--- src/hdl/assert_macros.svh ---
// ----------------------------------------------------------------------------
// Assertion macros
// Shared concurrent assertion forms; define NO_ASSERTIONS to compile them out.
// ----------------------------------------------------------------------------
`ifndef ASSERT_MACROS_SVH
`define ASSERT_MACROS_SVH

`ifndef NO_ASSERTIONS

// Check an expression at every clock edge outside reset.
`define ASSERT_ALWAYS(lbl, clk, rstn, expr, msg) \
    lbl: assert property (@(posedge clk) disable iff (!rstn) (expr)) else $error(msg);

// Check that a condition implies a consequence in the same cycle.
`define ASSERT_IMPLIES(lbl, clk, rstn, cond, expr, msg) \
    lbl: assert property (@(posedge clk) disable iff (!rstn) (cond) |-> (expr)) \
        else $error(msg);

`else

`define ASSERT_ALWAYS(lbl, clk, rstn, expr, msg)

`define ASSERT_IMPLIES(lbl, clk, rstn, cond, expr, msg)

`endif

`endif

--- src/hdl/fares_divider.sv ---
// ----------------------------------------------------------------------------
// fares_divider
// Restoring unsigned divider, one quotient bit per cycle.
// ----------------------------------------------------------------------------
`default_nettype none

module fares_divider #(
    parameter int NUM_W = 36,
    parameter int DEN_W = 20
) (
    input  wire logic             clk,
    input  wire logic             rst_n,
    input  wire logic             start,
    input  wire logic [NUM_W-1:0] num,
    input  wire logic [DEN_W-1:0] den,
    output logic                  done,
    output logic [NUM_W-1:0]      quot
);

    localparam int CNT_W = $clog2(NUM_W + 1);

    logic [DEN_W-1:0] rem_reg;
    logic [NUM_W-1:0] q_reg;
    logic [DEN_W-1:0] den_reg;
    logic [CNT_W-1:0] cnt_reg;
    logic             busy_reg;
    logic             done_reg;
    logic [DEN_W:0]   trial;
    logic             fits;

    assign trial = {rem_reg, q_reg[NUM_W-1]};
    assign fits  = trial >= {1'b0, den_reg};

    always_ff @(posedge clk or negedge rst_n)
    begin
        if (!rst_n)
        begin
            busy_reg <= 1'b0;
            done_reg <= 1'b0;
            cnt_reg  <= '0;
        end
        else
        begin
            done_reg <= 1'b0;
            if (start)
            begin
                busy_reg <= 1'b1;
                cnt_reg  <= CNT_W'(NUM_W);
            end
            else if (busy_reg)
            begin
                cnt_reg <= cnt_reg - 1'b1;
                if (cnt_reg == CNT_W'(1))
                begin
                    busy_reg <= 1'b0;
                    done_reg <= 1'b1;
                end
            end
        end
    end

    always_ff @(posedge clk)
    begin
        if (start)
        begin
            rem_reg <= '0;
            q_reg   <= num;
            den_reg <= den;
        end
        else if (busy_reg)
        begin
            // shift in the next dividend bit, subtract where it fits
            rem_reg <= fits ? DEN_W'(trial - {1'b0, den_reg}) : trial[DEN_W-1:0];
            q_reg   <= {q_reg[NUM_W-2:0], fits};
        end
    end

    assign done = done_reg;
    assign quot = q_reg;

endmodule

`default_nettype wire

--- config.mk ---
export PLATFORM = sky130hd
export DESIGN_NAME = fares_divider
export DESIGN_NICKNAME = d
export VERILOG_FILES = /design/src/hdl/assert_macros.svh /design/src/hdl/fares_divider.sv
export SDC_FILE = /design/constraint.sdc
export NUM_CORES = 1
export LEC_CHECK = 0
export BUFFER_PORTS_ARGS = -buffer_cell sky130_fd_sc_hd__buf_2
export CORE_ASPECT_RATIO = 1.2
export CORE_MARGIN = 2
export CORE_UTILIZATION = 45
export DETAILED_ROUTE_END_ITERATION = 8
export PLACE_DENSITY_LB_ADDON = 0.25
export SKIP_LAST_GASP = 1
export SYNTH_ARGS = -nofsm -noshare
export SYNTH_HDL_FRONTEND = slang
export SYNTH_SLANG_ARGS = --single-unit
--- constraint.sdc ---
create_clock -name clk -period 2.95 [get_ports clk]
set_input_delay 0.885 -clock clk [delete_from_list [all_inputs] [get_ports clk]]
set_output_delay 0.885 -clock clk [all_outputs]
set_load 0.01 [all_outputs]
==> impl_metrics.ini <==
[floorplanning]
die_x_um = 95.6
core_area_sq_um = 9910
ios = 96
rows = 40
start_util = 0.458
die-area_sq_um = 10900
die_y_um = 114

[worst_setup_path]
arrival_ns = 2.75
reg2reg_depth = 10
end_kind = flop
setup.worst_path.class = flop to flop
cp_max_fo = 6
required_ns = 3.17
crit_path_start_kind = flop

[global_routing]
grt_pass1_wl_mm = 16.9
grt_max_degree = 32
grt_pass1_vias = 3567
grt_usage = 0.202
gr-total-overflow = 0
antenna_found_initial = 0

[finish]
syn_to_final_growth_pct = 19.5
fin_nets = 580
antenna_cells = 0
largest_register_ff_count = 36
nFillCells = 923
drive_gt1_frac = 0.322

[sta]
rsz0062_at_grt = no
maxSlewViolCount = 0
worstMarginPinSlew_ns = 0.811
finalSetupViolations = 0
max-slew-margin-rel = 0.459
tns_ns = 0
max_freq_mhz = 396
fin_skew_ns = 0.00724
setup_slack_ns = 0.426
finalHoldViolCount = 0
fin_crit_ns = 2.52
period_share = 0.856

[detailed_routing]
drt_iter0_drc = 147
drc = 0
wl_per_cell_um = 16.2
final_antenna_net_count = 0
routed-via-count = 3394
via_per_inst = 5.40
firstDrtPassIters = 4
drt_wl_total_mm = 10.2

[status]
outcome = finished, final reports clean

[clocking]
cts_htree_levels = 3
hold_buffers = 0
cts_setup_buffers = 0
cts.sinks = 84
clk_latency_ns = 0.33
ctsResizeCount = 0
cts_tree = built
cts_made_buffers = 9
clkTransAtPathRegs_ns = 0.06
clock_path_buffers = 2
clockRootBuffer = clkbuf_16

[logic_synthesis]
syn_area_sq_um = 4540
syn_nets = 482
synth.most_common_cell = edfxtp_1
async_flop_share = 0.0952
synth-seq-area-share = 0.503
avgSynthCellArea_sq_um = 11.3
ys_warn_count = 0
synthDistinctLibCells = 58
ys_top_cells_by_count = edfxtp_1 (56), mux2_2 (36), inv_1 (30)
synth.top_cell.area_share = 0.371
synth_edf_count = 56
yosys-top-cells-area = edfxtp_1 (37%), mux2_2 (8.9%), dfxtp_1 (8.8%)
synth_area_leader_cell = edfxtp_1
netlist_instances = 400
synth-main-ff-cell = edfxtp_1
yosys_register_bits = 84

[pwr]
ir_drop_uv = 332
total_power_mw = 2.87
powerDensity_nw_per_um2 = 529
p_leak_nw = 2.30

[placed_design]
post-place-ws_ns = 0.442
placement.io_buffers = 95
place_congestion = 0.955
place_hpwl_mm = 7.64

[hold_path]
hold_path.class = primary input to async pin

[job]
maxCapViolCount = 0
-- routing by layer --
layer / vias to the layer above / part of all wire / GRT usage
li1: 1676 / - / -
met1: 1598 / 0.41 / 0.235
met2: 100 / 0.50 / 0.339
met3: 20 / 0.065 / 0.0575
met4: 0 / 0.024 / 0.0924
met5: - / 0 / 0
-- report_power, final --
group          total (mW)  internal (mW)  switching, mW
clock                1.02          0.565          0.451
sequential           1.42           1.36         0.0547
combinational       0.433          0.207          0.226
total                2.87           2.14          0.731
-- logic make-up (layout without fill, tap and decap cells) --
kind of cell / count (synthesis) / in the layout / share of synthesized area
xor+xnor: 17 / 17 / 0.0328
fa+ha+maj: 23 / 23 / 0.0651
flops: 84 / 84 / 0.503
simple gates: 91 / 91 / 0.0974
mux: 48 / 48 / 0.116
buf+inv: 49 / 152 / 0.0477
compound gates: 88 / 88 / 0.138
-- cell type report --
type	instances	area [sq um]	area share
Sequential cell	84	2280	0.421
Multi-Input combinational cell	267	2040	0.376
Timing Repair Buffer	106	571	0.105
Clock buffer	11	233	0.0429
Tap cell	126	158	0.0291
Inverter	30	113	0.0208
Clock inverter	5	28.8	0.00531
-- worst max-delay path: stages (launching register included) --
cell      delay, ns
edfxtp_1       0.42
inv_1          0.08
ha_1           0.24
nor2b_1        0.15
o31a_1         0.30
o31ai_4        0.32
a21oi_2        0.13
a31oi_1        0.22
buf_4          0.21
nand2_1        0.06
a311oi_1       0.30
-- worst paths after layout --
check | slack, ns | start | endpoint
worst min register to register | 0.47 | rem_reg[13] | rem_reg[13]
max in group asynchronous | 2.39 | rst_n | cnt_reg[1]
min in group clk | 0.47 | rem_reg[13] | rem_reg[13]
worst min-delay path | 0.39 | rst_n | cnt_reg[4]
worst max-delay path | 0.43 | den_reg[1] | rem_reg[3]
worst max register to register | 0.43 | den_reg[1] | rem_reg[3]
-- cell usage in the layout (no fill, tap or decap), drive strengths merged, types with 3 or more instances in the layout --
master and instances:
a32oi 5, buf 106, edfxtp 56, a311oi 3, clkinv 4, dfxtp 20, ha 22, inv 30
o21ai 19, a211o 3, a31oi 5, nand3 9, mux2 36, xor2 6, nand2 24, a21oi 15
o21a 4, nand2b 6, nor2b 4, xnor2 11, a21o 7, a211oi 10, mux2i 12, dfrtp 8
nor2 27, clkbuf 11, nor3 7
-- metrics by stage --
| stage | utilization | cell area, sq um | hold slack, ns | cells |
|---|---|---|---|---|
| detailed placement | 0.521 | 5160 | 0.465 | 613 |
| global placement | 0.521 | 5160 | 0.454 | 613 |
| global route | 0.547 | 5420 | 0.387 | 629 |
| finish | 0.547 | 5420 | 0.387 | 629 |
| CTS | 0.547 | 5420 | 0.381 | 629 |
| floorplan | - | 4540 | 0.445 | 400 |
(Power assumes the default switching activity.)
